### src/hw/rtl/assert_macros.svh
// Assertion macros used by the top-level RTL file.
`ifndef ASSERT_MACROS_SVH
`define ASSERT_MACROS_SVH
`ifndef NO_ASSERTIONS
`define KNM_ASSERT(label, cond) \
  label: assert property (@(posedge clk) disable iff (rst) (cond)) \
    else $error("knm assertion failed");
`define KNM_ASSERT_NEXT(label, ante, cons) \
  label: assert property (@(posedge clk) (ante) |=> (cons)) \
    else $error("knm assertion failed");
`else
`define KNM_ASSERT(label, cond)
`define KNM_ASSERT_NEXT(label, ante, cons)
`endif
`endif

### src/hw/rtl/knm_pkg.sv
// Shared types, constants and the short-distance table for the knight distance block.
package knm_pkg;

  localparam int COORD_WIDTH = 32;
  localparam int CW          = COORD_WIDTH;
  localparam int RES_W       = CW + 1;
  localparam int COUNT_W     = 32;
  localparam int TBL_N       = 10;
  localparam int IDX_W       = $clog2(TBL_N);
  localparam int DIST_W      = 3;

  typedef logic [CW-1:0]    coord_t;
  typedef logic [RES_W-1:0] res_t;
  typedef logic [IDX_W-1:0] idx_t;
  typedef logic [DIST_W-1:0] dist_t;

  typedef struct packed {
    coord_t cx;
    coord_t cy;
  } delta_t;

  typedef struct packed {
    coord_t cx;
    coord_t cy;
    res_t   res;
  } resid_t;

  // ceil(2^(CW+1) / 3): n / 3 == (n * DIV3_MAGIC) >> (CW + 1) for any CW-bit n
  localparam logic [CW+1:0] DIV3_POW2   = (CW+2)'(1) << (CW + 1);
  localparam logic [CW+1:0] DIV3_WIDE   = (DIV3_POW2 + (CW+2)'(2)) / (CW+2)'(3);
  localparam logic [CW:0]   DIV3_MAGIC  = DIV3_WIDE[CW:0];

  localparam dist_t SMALL_DIST [TBL_N][TBL_N] = '{
    '{3'd0, 3'd3, 3'd2, 3'd3, 3'd2, 3'd3, 3'd4, 3'd5, 3'd4, 3'd5},
    '{3'd3, 3'd2, 3'd1, 3'd2, 3'd3, 3'd4, 3'd3, 3'd4, 3'd5, 3'd6},
    '{3'd2, 3'd1, 3'd4, 3'd3, 3'd2, 3'd3, 3'd4, 3'd5, 3'd4, 3'd5},
    '{3'd3, 3'd2, 3'd3, 3'd2, 3'd3, 3'd4, 3'd3, 3'd4, 3'd5, 3'd6},
    '{3'd2, 3'd3, 3'd2, 3'd3, 3'd4, 3'd3, 3'd4, 3'd5, 3'd4, 3'd5},
    '{3'd3, 3'd4, 3'd3, 3'd4, 3'd3, 3'd4, 3'd5, 3'd4, 3'd5, 3'd6},
    '{3'd4, 3'd3, 3'd4, 3'd3, 3'd4, 3'd5, 3'd4, 3'd5, 3'd6, 3'd5},
    '{3'd5, 3'd4, 3'd5, 3'd4, 3'd5, 3'd4, 3'd5, 3'd6, 3'd5, 3'd6},
    '{3'd4, 3'd5, 3'd4, 3'd5, 3'd4, 3'd5, 3'd6, 3'd5, 3'd6, 3'd7},
    '{3'd5, 3'd6, 3'd5, 3'd6, 3'd5, 3'd6, 3'd5, 3'd6, 3'd7, 3'd6}
  };

endpackage

### src/hw/rtl/knm_diff.sv
// Input register and absolute coordinate differences.
module knm_diff (
  input  logic                                 clk,
  input  logic                                 rst,
  input  logic                                 in_valid,
  output logic                                 in_ready,
  input  logic signed [knm_pkg::CW-1:0]        from_x,
  input  logic signed [knm_pkg::CW-1:0]        from_y,
  input  logic signed [knm_pkg::CW-1:0]        to_x,
  input  logic signed [knm_pkg::CW-1:0]        to_y,
  output logic                                 out_valid,
  input  logic                                 out_ready,
  output knm_pkg::delta_t                      out_delta
);

  localparam int CW = knm_pkg::CW;

  function automatic knm_pkg::coord_t abs_diff(logic signed [CW-1:0] a,
                                               logic signed [CW-1:0] b);
    logic signed [CW:0] d;
    d = {a[CW-1], a} - {b[CW-1], b};
    return d[CW] ? CW'(-d) : CW'(d);
  endfunction

  logic                 v0;
  logic                 rdy0;
  logic signed [CW-1:0] fx, fy, tx, ty;
  logic                 v1;
  logic                 rdy1;
  knm_pkg::delta_t      delta;
  knm_pkg::delta_t      delta_next;

  assign rdy1     = !v1 || out_ready;
  assign rdy0     = !v0 || rdy1;
  assign in_ready = rdy0;

  always_ff @(posedge clk) begin
    if (rst) begin
      v0 <= 1'b0;
    end else if (rdy0) begin
      v0 <= in_valid;
    end
    if (rdy0 && in_valid) begin
      fx <= from_x;
      fy <= from_y;
      tx <= to_x;
      ty <= to_y;
    end
  end

  always_comb begin
    delta_next.cx = abs_diff(fx, tx);
    delta_next.cy = abs_diff(fy, ty);
  end

  always_ff @(posedge clk) begin
    if (rst) begin
      v1 <= 1'b0;
    end else if (rdy1) begin
      v1 <= v0;
    end
    if (rdy1 && v0) begin
      delta <= delta_next;
    end
  end

  assign out_valid = v1;
  assign out_delta = delta;

endmodule

### src/hw/rtl/knm_axis_reduce.sv
// Removes runs of (2,1) / (1,2) moves along the longer axis.
module knm_axis_reduce (
  input  logic             clk,
  input  logic             rst,
  input  logic             in_valid,
  output logic             in_ready,
  input  knm_pkg::delta_t  in_delta,
  output logic             out_valid,
  input  logic             out_ready,
  output knm_pkg::resid_t  out_resid
);

  localparam int CW = knm_pkg::CW;

  // stage 1: order the axes, precompute bounds
  logic            v1, rdy1;
  logic            swap, swap_next;
  knm_pkg::coord_t lng, sht, diff, lim_a, lim_b;
  knm_pkg::coord_t lng_next, sht_next, lim_a_next, lim_b_next;

  // stage 2: run length
  logic            v2, rdy2;
  logic            swap2;
  knm_pkg::coord_t lng2, sht2, run, run_next;
  knm_pkg::coord_t min_a, max_b;

  // stage 3: apply the run
  logic            v3, rdy3;
  knm_pkg::resid_t resid, resid_next;
  knm_pkg::coord_t lng_sub, sht_sub;

  assign rdy3     = !v3 || out_ready;
  assign rdy2     = !v2 || rdy3;
  assign rdy1     = !v1 || rdy2;
  assign in_ready = rdy1;

  always_comb begin
    swap_next  = !(in_delta.cx > in_delta.cy);
    lng_next   = swap_next ? in_delta.cy : in_delta.cx;
    sht_next   = swap_next ? in_delta.cx : in_delta.cy;
    lim_a_next = (lng_next > CW'(knm_pkg::TBL_N - 2)) ?
                 ((lng_next - CW'(knm_pkg::TBL_N - 2)) >> 1) : '0;
    lim_b_next = (sht_next > CW'(knm_pkg::TBL_N - 1)) ?
                 (sht_next - CW'(knm_pkg::TBL_N - 1)) : '0;
  end

  always_ff @(posedge clk) begin
    if (rst) begin
      v1 <= 1'b0;
    end else if (rdy1) begin
      v1 <= in_valid;
    end
    if (rdy1 && in_valid) begin
      swap  <= swap_next;
      lng   <= lng_next;
      sht   <= sht_next;
      diff  <= lng_next - sht_next;
      lim_a <= lim_a_next;
      lim_b <= lim_b_next;
    end
  end

  always_comb begin
    min_a    = (sht < diff) ? sht : diff;
    max_b    = (lim_a > lim_b) ? lim_a : lim_b;
    run_next = (min_a < max_b) ? min_a : max_b;
  end

  always_ff @(posedge clk) begin
    if (rst) begin
      v2 <= 1'b0;
    end else if (rdy2) begin
      v2 <= v1;
    end
    if (rdy2 && v1) begin
      swap2 <= swap;
      lng2  <= lng;
      sht2  <= sht;
      run   <= run_next;
    end
  end

  always_comb begin
    lng_sub        = lng2 - {run[CW-2:0], 1'b0};
    sht_sub        = sht2 - run;
    resid_next.cx  = swap2 ? sht_sub : lng_sub;
    resid_next.cy  = swap2 ? lng_sub : sht_sub;
    resid_next.res = knm_pkg::res_t'(run);
  end

  always_ff @(posedge clk) begin
    if (rst) begin
      v3 <= 1'b0;
    end else if (rdy3) begin
      v3 <= v2;
    end
    if (rdy3 && v2) begin
      resid <= resid_next;
    end
  end

  assign out_valid = v3;
  assign out_resid = resid;

endmodule

### src/hw/rtl/knm_diag_reduce.sv
// Removes runs of (3,3) double moves; divide by 3 through a reciprocal multiply.
module knm_diag_reduce (
  input  logic             clk,
  input  logic             rst,
  input  logic             in_valid,
  output logic             in_ready,
  input  knm_pkg::resid_t  in_resid,
  output logic             out_valid,
  input  logic             out_ready,
  output knm_pkg::resid_t  out_resid
);

  localparam int CW   = knm_pkg::CW;
  localparam int PW   = 2 * CW + 1;

  // stage 1: both large, max - 7, min
  logic            v1, rdy1;
  knm_pkg::resid_t r1;
  logic            both, both_next;
  knm_pkg::coord_t hi_off, lo, hi_next, lo_next;

  // stage 2: products
  logic            v2, rdy2;
  knm_pkg::resid_t r2;
  logic            both2;
  logic [PW-1:0]   prod_hi, prod_lo;

  // stage 3: run length
  logic            v3, rdy3;
  knm_pkg::resid_t r3;
  knm_pkg::coord_t run, run_next, q_hi, q_lo;

  // stage 4: apply
  logic            v4, rdy4;
  knm_pkg::resid_t resid, resid_next;
  logic [CW+1:0]   run3;

  assign rdy4     = !v4 || out_ready;
  assign rdy3     = !v3 || rdy4;
  assign rdy2     = !v2 || rdy3;
  assign rdy1     = !v1 || rdy2;
  assign in_ready = rdy1;

  always_comb begin
    both_next = (in_resid.cx >= CW'(knm_pkg::TBL_N)) &&
                (in_resid.cy >= CW'(knm_pkg::TBL_N));
    hi_next   = (in_resid.cx > in_resid.cy) ? in_resid.cx : in_resid.cy;
    lo_next   = (in_resid.cx > in_resid.cy) ? in_resid.cy : in_resid.cx;
  end

  always_ff @(posedge clk) begin
    if (rst) begin
      v1 <= 1'b0;
    end else if (rdy1) begin
      v1 <= in_valid;
    end
    if (rdy1 && in_valid) begin
      r1     <= in_resid;
      both   <= both_next;
      hi_off <= hi_next - CW'(knm_pkg::TBL_N - 3);
      lo     <= lo_next;
    end
  end

  always_ff @(posedge clk) begin
    if (rst) begin
      v2 <= 1'b0;
    end else if (rdy2) begin
      v2 <= v1;
    end
    if (rdy2 && v1) begin
      r2      <= r1;
      both2   <= both;
      prod_hi <= PW'(hi_off) * PW'(knm_pkg::DIV3_MAGIC);
      prod_lo <= PW'(lo) * PW'(knm_pkg::DIV3_MAGIC);
    end
  end

  always_comb begin
    q_hi     = prod_hi[PW-1:CW+1];
    q_lo     = prod_lo[PW-1:CW+1];
    run_next = !both2 ? '0 : ((q_hi < q_lo) ? q_hi : q_lo);
  end

  always_ff @(posedge clk) begin
    if (rst) begin
      v3 <= 1'b0;
    end else if (rdy3) begin
      v3 <= v2;
    end
    if (rdy3 && v2) begin
      r3  <= r2;
      run <= run_next;
    end
  end

  always_comb begin
    run3           = (CW+2)'(run) + {1'b0, run, 1'b0};
    resid_next.cx  = r3.cx - CW'(run3);
    resid_next.cy  = r3.cy - CW'(run3);
    resid_next.res = r3.res + {run, 1'b0};
  end

  always_ff @(posedge clk) begin
    if (rst) begin
      v4 <= 1'b0;
    end else if (rdy4) begin
      v4 <= v3;
    end
    if (rdy4 && v3) begin
      resid <= resid_next;
    end
  end

  assign out_valid = v4;
  assign out_resid = resid;

endmodule

### src/hw/rtl/knm_finish.sv
// Straight (4,0) runs, table lookup, saturation and the output register.
module knm_finish (
  input  logic                          clk,
  input  logic                          rst,
  input  logic                          in_valid,
  output logic                          in_ready,
  input  knm_pkg::resid_t               in_resid,
  output logic                          out_valid,
  input  logic                          out_ready,
  output logic [knm_pkg::COUNT_W-1:0]   out_count
);

  localparam int CW     = knm_pkg::CW;
  localparam int COUNT_W = knm_pkg::COUNT_W;
  localparam int SAT_W  = (knm_pkg::RES_W > COUNT_W) ? knm_pkg::RES_W : COUNT_W;

  // stage 1: straight runs and table indexes
  logic            v1, rdy1;
  knm_pkg::coord_t rx, ry, cx_adj, cy_adj;
  knm_pkg::res_t   res, res_next;
  knm_pkg::idx_t   ix, iy, ix_next, iy_next;

  // stage 2: output register
  logic               v2, rdy2;
  knm_pkg::res_t      total;
  logic [SAT_W-1:0]   total_wide;
  logic [COUNT_W-1:0] count, count_next;

  assign rdy2     = !v2 || out_ready;
  assign rdy1     = !v1 || rdy2;
  assign in_ready = rdy1;

  always_comb begin
    rx       = in_resid.cx - CW'(knm_pkg::TBL_N);
    ry       = in_resid.cy - CW'(knm_pkg::TBL_N);
    cx_adj   = in_resid.cx;
    cy_adj   = in_resid.cy;
    res_next = in_resid.res;
    if (in_resid.cx >= CW'(knm_pkg::TBL_N)) begin
      cx_adj   = CW'(knm_pkg::TBL_N - 4) + CW'(rx[1:0]);
      res_next = in_resid.res +
                 ((knm_pkg::res_t'(rx >> 2) + knm_pkg::res_t'(1)) << 1);
    end else if (in_resid.cy >= CW'(knm_pkg::TBL_N)) begin
      cy_adj   = CW'(knm_pkg::TBL_N - 4) + CW'(ry[1:0]);
      res_next = in_resid.res +
                 ((knm_pkg::res_t'(ry >> 2) + knm_pkg::res_t'(1)) << 1);
    end
    ix_next = (cx_adj >= CW'(knm_pkg::TBL_N)) ?
              knm_pkg::IDX_W'(knm_pkg::TBL_N - 1) : cx_adj[knm_pkg::IDX_W-1:0];
    iy_next = (cy_adj >= CW'(knm_pkg::TBL_N)) ?
              knm_pkg::IDX_W'(knm_pkg::TBL_N - 1) : cy_adj[knm_pkg::IDX_W-1:0];
  end

  always_ff @(posedge clk) begin
    if (rst) begin
      v1 <= 1'b0;
    end else if (rdy1) begin
      v1 <= in_valid;
    end
    if (rdy1 && in_valid) begin
      res <= res_next;
      ix  <= ix_next;
      iy  <= iy_next;
    end
  end

  always_comb begin
    total      = res + knm_pkg::res_t'(knm_pkg::SMALL_DIST[iy][ix]);
    total_wide = SAT_W'(total);
    count_next = (total_wide > SAT_W'({COUNT_W{1'b1}})) ? '1 : COUNT_W'(total_wide);
  end

  always_ff @(posedge clk) begin
    if (rst) begin
      v2 <= 1'b0;
    end else if (rdy2) begin
      v2 <= v1;
    end
    if (rdy2 && v1) begin
      count <= count_next;
    end
  end

  assign out_valid = v2;
  assign out_count = count;

endmodule

### src/hw/rtl/knight_move_distance.sv
// Top level: fewest knight moves between two points on an unbounded board.
//
//   channel | signals                              | direction
//   --------+--------------------------------------+----------
//   in      | in_valid in_ready from_x from_y to_x to_y | into block
//   out     | out_valid out_ready move_count       | out of block
//
// One transfer per cycle sustained while out_ready stays high; a result passes
// through eleven pipeline registers on its way to out_valid (the input register
// loads on the transfer edge; the divide-by-3 multiply has a stage of its own).
// Every stage holds while its successor is full and stalled,
// so empty stages keep taking input while a result waits. rst clears all valids.
`include "assert_macros.svh"

module knight_move_distance (
  input  logic                                 clk,
  input  logic                                 rst,
  input  logic                                 in_valid,
  output logic                                 in_ready,
  input  logic signed [knm_pkg::CW-1:0]        from_x,
  input  logic signed [knm_pkg::CW-1:0]        from_y,
  input  logic signed [knm_pkg::CW-1:0]        to_x,
  input  logic signed [knm_pkg::CW-1:0]        to_y,
  output logic                                 out_valid,
  input  logic                                 out_ready,
  output logic [knm_pkg::COUNT_W-1:0]          move_count
);

  localparam knm_pkg::coord_t TBL_LIM = knm_pkg::CW'(knm_pkg::TBL_N);

  logic            diff_valid, diff_ready;
  knm_pkg::delta_t diff_delta;
  logic            axis_valid, axis_ready;
  knm_pkg::resid_t axis_resid;
  logic            diag_valid, diag_ready;
  knm_pkg::resid_t diag_resid;

  knm_diff u_diff (
    .clk       (clk),
    .rst       (rst),
    .in_valid  (in_valid),
    .in_ready  (in_ready),
    .from_x    (from_x),
    .from_y    (from_y),
    .to_x      (to_x),
    .to_y      (to_y),
    .out_valid (diff_valid),
    .out_ready (diff_ready),
    .out_delta (diff_delta)
  );

  knm_axis_reduce u_axis (
    .clk       (clk),
    .rst       (rst),
    .in_valid  (diff_valid),
    .in_ready  (diff_ready),
    .in_delta  (diff_delta),
    .out_valid (axis_valid),
    .out_ready (axis_ready),
    .out_resid (axis_resid)
  );

  knm_diag_reduce u_diag (
    .clk       (clk),
    .rst       (rst),
    .in_valid  (axis_valid),
    .in_ready  (axis_ready),
    .in_resid  (axis_resid),
    .out_valid (diag_valid),
    .out_ready (diag_ready),
    .out_resid (diag_resid)
  );

  knm_finish u_finish (
    .clk       (clk),
    .rst       (rst),
    .in_valid  (diag_valid),
    .in_ready  (diag_ready),
    .in_resid  (diag_resid),
    .out_valid (out_valid),
    .out_ready (out_ready),
    .out_count (move_count)
  );

  // after the diagonal runs, at most one residual is still off the table
  `KNM_ASSERT(a_diag_resid, !diag_valid || (diag_resid.cx < TBL_LIM) || (diag_resid.cy < TBL_LIM))
  `KNM_ASSERT(a_ready_chain, !out_ready || in_ready)
  `KNM_ASSERT(a_axis_stall, !$past(axis_valid && !axis_ready) || (axis_valid && $stable(axis_resid)))
  `KNM_ASSERT_NEXT(a_reset_empty, rst, !out_valid)

endmodule

### config.mk
export PLATFORM = sky130hd
export DESIGN_NAME = knight_move_distance
export DESIGN_NICKNAME = d
export VERILOG_FILES = /design/src/hw/rtl/knm_pkg.sv /design/src/hw/rtl/knm_diff.sv /design/src/hw/rtl/knm_axis_reduce.sv /design/src/hw/rtl/knm_diag_reduce.sv /design/src/hw/rtl/knm_finish.sv /design/src/hw/rtl/knight_move_distance.sv
export VERILOG_INCLUDE_DIRS = /design/src /design/src/hw/rtl
export SDC_FILE = /design/constraint.sdc
export NUM_CORES = 2
export LEC_CHECK = 0
export BUFFER_PORTS_ARGS = -buffer_cell sky130_fd_sc_hd__buf_2
export CAP_MARGIN = 10
export CORE_MARGIN = 8
export CORE_UTILIZATION = 40
export CTS_CLUSTER_SIZE = 25
export DETAILED_ROUTE_END_ITERATION = 16
export RECOVER_POWER = 50
export SYNTH_ARGS = -nofsm -noshare
export SYNTH_HDL_FRONTEND = slang
export SYNTH_SLANG_ARGS = --single-unit
export TNS_END_PERCENT = 100
### constraint.sdc
create_clock -name clk -period 30.1 [get_ports clk]
set_clock_uncertainty 0.1 [all_clocks]
set_input_delay 1.505 -clock clk [delete_from_list [all_inputs] [get_ports clk]]
set_output_delay 1.505 -clock clk [all_outputs]
set_load 0.02 [all_outputs]
# Word-level counts from Yosys, hierarchy flattened
# Memories as Yosys holds them, arrays and structs flattened.
# Cells that the tools add are included.
dict set report classes {
  add_sub_neg 23
  mul 2
  magnitude_cmp 17
  mux 22
  bitwise_logic 2
  n_reduce_logical 35
}
# op n
set op_table {}
lappend op_table {{two-way mux 32 bit} 14}
lappend op_table {{greater-or-equal comparator 32 x 4 -> 1 bit (second input constant)} 6}
lappend op_table {{subtractor 32 bit} 5}
lappend op_table {{multiplier 32 x 32 -> 64 bit (second input constant)} 2}
lappend op_table {{subtractor 32 x 4 -> 32 bit (second input constant)} 4}
lappend op_table {{greater-than comparator 32 bit} 3}
lappend op_table {{adder 33 bit} 2}
lappend op_table {{two-way mux 33 bit} 2}
lappend op_table {{subtractor 32 x 32 -> 33 bit} 2}
lappend op_table {{greater-than comparator 32 x 4 -> 1 bit (second input constant)} 2}
lappend op_table {{less-than comparator 32 bit} 2}
lappend op_table {{negator 32 bit} 2}
lappend op_table {{adder 30 x 1 -> 31 bit (second input constant)} 2}
lappend op_table {{two-way mux 30 bit} 2}
lappend op_table {{adder 32 x 32 -> 33 bit} 1}
lappend op_table {{adder 33 x 3 -> 33 bit} 1}
lappend op_table {{greater-than comparator 33 x 32 -> 1 bit (second input constant)} 1}
lappend op_table {{adder 31 x 32 -> 32 bit} 1}
lappend op_table {{subtractor 32 x 3 -> 32 bit (second input constant)} 1}
lappend op_table {{less-than comparator 31 bit} 1}
lappend op_table {{two-way mux 31 bit} 1}
lappend op_table {{binary-select mux 3 bit (select 4 bit)} 1}
lappend op_table {{logical AND 1 bit} 12}
lappend op_table {{zero test 1 bit} 12}
lappend op_table {{other kinds (5)} 19}
dict set report word_totals {
  regBits 1240
  romBits 480
  inputBits 132
  out_inout_bits 34
  wordCells 156
  n_memories 1
}
# memory words width rd rd_ports_with_merged_regs write_ports line
set memory_table {}
lappend memory_table {{(no name shown)} 16 30 1 0 0 knm_finish.sv:68} ;# total = res + knm_pkg::res_t'(knm_pkg::SMALL_DIST[iy][ix]);

# Logic depth before layout (Yosys ltp)
dict set report depth {
  word_depth 13
  ltp_mapped 32
  mapped_depth_nobuf 32
}

# Hierarchy
# A second synthesis with hierarchy kept.
dict set report hier_totals {
  hier_cells 9893
  area_unflattened_um2 104004.7
}
# mod n_inst cells_per_inst area_per_inst_um2 seq_area_each_um2
set modules_own_cells {}
lappend modules_own_cells {knm_diag_reduce 1 5142 58026.9 16505.8}
lappend modules_own_cells {knm_axis_reduce 1 2288 23611.4 10660.2}
lappend modules_own_cells {knm_diff 1 1058 11541.1 5805.6}
lappend modules_own_cells {knm_finish 1 1405 10825.4 2232.1}

# Least setup slack after synthesis
# Ideal clock, no wire load.
dict set report synth_path {
  path_kind {input port to flip-flop}
  from {input port out_ready}
  to {register u_diag.both2, enable pin}
  arrival_time_ns 13.477
  path_slack_ns 15.603
  cell_stages 4
  path_cell_list {nor2b_1 -> and3_1 -> and2_0 -> a21boi_0}
}
dict set report synth_between {
  elab_chain_len 6
}
# item line
set synth_lines {}
lappend synth_lines {{start, declared} knight_move_distance.sv:25} ;# input logic out_ready,
lappend synth_lines {{logical OR 1 bit} knm_finish.sv:29} ;# assign rdy2 = !v2 || out_ready;
lappend synth_lines {{logical OR 1 bit} knm_finish.sv:30} ;# assign rdy1 = !v1 || rdy2;
lappend synth_lines {{logical OR 1 bit} knm_diag_reduce.sv:38} ;# assign rdy4 = !v4 || out_ready;
lappend synth_lines {{logical OR 1 bit} knm_diag_reduce.sv:39} ;# assign rdy3 = !v3 || rdy4;
lappend synth_lines {{logical OR 1 bit} knm_diag_reduce.sv:40} ;# assign rdy2 = !v2 || rdy3;
lappend synth_lines {{logical AND 1 bit} knm_diag_reduce.sv:71} ;# if (rdy2 && v1) begin
lappend synth_lines {{end signal, assigned} knm_diag_reduce.sv:73} ;# both2 <= both;
lappend synth_lines {{end, declared} knm_diag_reduce.sv:25} ;# logic both2;
# Every way passes these cells.
# A chain may end at the register's enable or synchronous reset.

# Worst setup path after layout
dict set report layout_path {
  from {input port out_ready}
  to {register u_diag.prod_hi[63], enable pin}
}
dict set report layout_between {
  elab_chain_len 6
}
# item line
set layout_lines {}
lappend layout_lines {{logical OR 1 bit} knm_finish.sv:29}
lappend layout_lines {{logical OR 1 bit} knm_finish.sv:30}
lappend layout_lines {{logical OR 1 bit} knm_diag_reduce.sv:38}
lappend layout_lines {{logical OR 1 bit} knm_diag_reduce.sv:39}
lappend layout_lines {{logical OR 1 bit} knm_diag_reduce.sv:40}
lappend layout_lines {{logical AND 1 bit} knm_diag_reduce.sv:71}
lappend layout_lines {{end signal, assigned} knm_diag_reduce.sv:74} ;# prod_hi <= PW'(hi_off) * PW'(knm_pkg::DIV3_MAGIC);
lappend layout_lines {{end, declared} knm_diag_reduce.sv:26} ;# logic [PW-1:0] prod_hi, prod_lo;
# Every way passes these cells.

==> results by group <==
Power and ir drop
  – Reg power frac: approximately 36%
  – Final Total Pwr: approximately 5700 uW
  – Power Internal: 3720 uW
  – Sw Pwr: slightly below 2000 uW
  – Switching Fraction: between 30% and 40%
  – Leak Pwr: between 0.04 and 0.05 uW
  – Clock network power share: a little under a third
  – Worst VDD drop: around 0.069 mV
  – Pwr dens: between 50 and 60 nW/um2
  – Combinational fraction of design power: approximately 34%

Run status
  – Failing checks: capacitance limit, slew limit
  – Outcome: finished with violations

Setup path
  – Critical path startpoint: out_ready
  – Crit Path Category: input pin to flop
  – Worst reg2reg path startpoint: u_finish.out_valid
  – Worst path top cell family by delay: buffers and inverters
  – WP data required: about 30 ns
  – CP Max Fanout: 134
  – Most frequent CP cell: clkbuf_1
  – Slowest CP cell: clkbuf_1
  – CP arrival: 11.04 ns
  – CP bufs+invs: 3
  – Slowest Stage Delay on Critical Path: roughly 5.2 ns
  – Startpoint types: input pin
  – Crit end category: flop
  – Worst-path cell chain: buf_2, nor2b_1, and3_1, and2_0, clkbuf_1, a21boi_0, clkbuf_1
  – Setup slack on the worst flop-to-flop path: between 15 and 20 ns

CTS
  – Worst-Skew Late Latency: between 0.7 and 0.8 ns
  – CTS tree: built
  – Clock Pin Slew Worst Setup and Hold Paths: around 0.070 ns
  – Setup bufs post-CTS: 0
  – Clk root buf: clkbuf_16
  – Post-CTS Hold Fix Bufs: 0
  – Clock Sink Count: between 1000 and 1500
  – CTS Buf Count: 134
  – CTS max path bufs: 3
  – Post-CTS sizing: 0
  – H-tree levels: 4

Logic synthesis
  – Cells after Synth: roughly 9300
  – Syn Nets: 11400
  – Sequential fraction of the synthesis area: 35.2%
  – Cell area after synthesis: between 90000 and 100000 um2
  – Yosys warns: 0
  – Synth async-reset ratio: 0%
  – FF+latch count, synth: 1173
  – Top FF cell, synth: edfxtp_1
  – Yosys cell types: 100
  – Avg Inst Size Synth: 10.7 um2
  – Number of synthesized flops with an enable pin: ~1200

Drt
  – Drt first pass iters: 6
  – Drt total wl: approximately 290000 um
  – DRT iter0 DRCs: a little under 5000
  – Vias post-DR: between 60000 and 70000
  – Antenna-violating nets left: 0
  – DRC Markers: 0
  – Routed wire per std cell: approximately 22 um
  – Vias per cell: roughly 5.3

GRT
  – Vias in the first global route: roughly 69000
  – Remaining Overflow, GRT: 0
  – Initial antenna violation count: 5
  – Largest net degree at the start of global routing: 141
  – Total Routing Usage GR: approximately a fifth
  – First-pass GRT wire length: ~430000 um

Die
  – Die Wd: between 500 and 600 um
  – Die area: about 270000 um2
  – I/O pin cnt: approximately 170
  – CORE AREA: ~250000 um2
  – Die Height: ~520 um
  – Initial Util: between 40% and 50%
  – Std-Cell Rows: between 150 and 200

STA
  – Max-slew violation count: 840
  – Min cycle time layout: between 10 and 15 ns
  – Crit share post-route: between 30% and 40%
  – Rel. slew slack: -457%
  – Maximum clock rate: just over 0.09 GHz
  – RSZ-0062 raised after global routing: false
  – Setup violators final: 0
  – Final hold viol count: 0
  – Slew @ Worst Pin: 8.36 ns
  – Worst Slack Setup Final: between 15 and 20 ns
  – Setup tns final: 0 ns

Layout
  – Post-layout util: a little over two fifths
  – Multi-input gate area: roughly 60000 um2
  – Register Area: between 30000 and 40000 um2
  – Most frequent cells in the layout: inv_1 (1433), ha_1 (1240), edfxtp_1 (1162)
  – Most common cell after layout, fill and taps aside: inv_1
  – Layout area overhead: 9.35%
  – Nets: between 10000 and 15000
  – Share of layout cells above drive strength 1: 5.13%
  – Fillcell total: ~23000

Place
  – Pre-CTS setup slack: 20.95 ns
  – RePlAce Congestion: 0.929
  – Dpl hpwl: ~240000 um
  – I/O Buffers: between 150 and 200

Min path
  – Min-Delay Startpoint: u_axis.lng[19]
  – Hold Crit Class: flop to flop

Job
  – Maxcap violations: 13
state kept, by name, summed over array words and instances, names as in the netlist, 33 cells and up:
register and flops:
u_diag.out_resid 97, u_axis.out_resid 96, u_diag.r1 96, u_diag.r2 96
u_diag.r3 96, u_diff.out_delta 64, u_finish.res 33
worst register-to-register path, stage by stage (launching register included):
cell,delay [ns]
dfxtp_1,0.31
nor2b_1,0.19
and3_1,0.25
and2_0,0.16
clkbuf_1,0.26
a21boi_0,3.22
clkbuf_1,5.24
final timing paths:
kind	cells past startpoint	endpoint
setup / recovery	7	u_diag.prod_hi[63]
hold / removal	0	u_axis.lng2[19]
setup reg to reg	6	u_diag.prod_hi[63]
hold reg to reg	0	u_axis.lng2[19]
layout make-up:
type                            instances  area share [%]
Tap cell                             3330            3.82
Inverter                             1434            4.94
Timing Repair Buffer                  217            1.04
Sequential cell                      1173            32.2
Clock inverter                         86           0.983
Multi-Input combinational cell       6561            53.8
Antenna cell                            1         0.00230
Clock buffer                          154            3.22
stage by stage:
| stage | hold slack, ns | cell area (um2) | std cells |
|---|---|---|---|
| finish | 0.314 | 109000 | 13000 |
| global route | 0.319 | 109000 | 13000 |
| CTS | 0.307 | 109000 | 13000 |
| detailed placement | 0.305 | 105000 | 12700 |
| global placement | 0.301 | 105000 | 12700 |
| floorplan | 0.300 | 99700 | 9344 |
power groups by stage:
stage | registers (uW) | logic (uW) | clock network [uW]
6_report | 2010 | 1950 | 1710
3_5_place_dp | 2050 | 1940 | 0
2_1_floorplan | 2020 | 1350 | 0
3_3_place_gp | 2040 | 1910 | 0
5_1_grt | 2020 | 2160 | 1810
4_1_cts | 2010 | 1950 | 1750
cell usage after synthesis (38+ instances only):
library cell | instances | area share [%]
a21o_1 | 217 | 1.6
fa_1 | 719 | 14
inv_1 | 1432 | 5.4
mux2i_1 | 152 | 1.5
nor4_1 | 57 | 0.36
a21oi_1 | 470 | 2.4
a211oi_1 | 59 | 0.44
o21ai_0 | 357 | 1.8
nor2_1 | 548 | 2.1
or2_2 | 38 | 0.24
nand2b_1 | 118 | 0.74
clkbuf_1 | 134 | 0.50
edfxtp_1 | 1162 | 35
xnor2_1 | 421 | 3.7
or3_1 | 71 | 0.45
nor3_1 | 155 | 0.78
and3_1 | 46 | 0.29
o21bai_1 | 46 | 0.35
a31oi_1 | 67 | 0.42
ha_1 | 1240 | 16
o211ai_1 | 58 | 0.44
nand2_1 | 530 | 2.0
and2_1 | 59 | 0.37
nand3_1 | 159 | 0.80
a41oi_1 | 40 | 0.35
o21a_1 | 71 | 0.53
nand4_1 | 114 | 0.72
nor2b_1 | 92 | 0.58
xor2_1 | 267 | 2.3
metal layers:
layer / routed length, um / part of all wire, % / GRT usage [%]
met1: 134000 / 47 / 29.3
met4: 9050 / 3.2 / 6.15
met5: 13 / 0.0046 / 0
met2: 130000 / 46 / 34.3
met3: 12200 / 4.3 / 2.86
logic make-up (layout without fill, tap and decap cells):
group,Yosys count,in the layout,synth area share (%)
xor gates and xnor gates,688,688,6.05
other,0,1,0
muxes,191,191,1.97
buffers and inverters,1610,1891,6.13
adders and majority gates,1959,1959,30.0
and+or+nand+nor,2059,2059,9.99
AOI/OAI and AO/OA,1664,1664,10.6
DFF,1173,1173,35.2
Power figures use the tool's default switching activity.
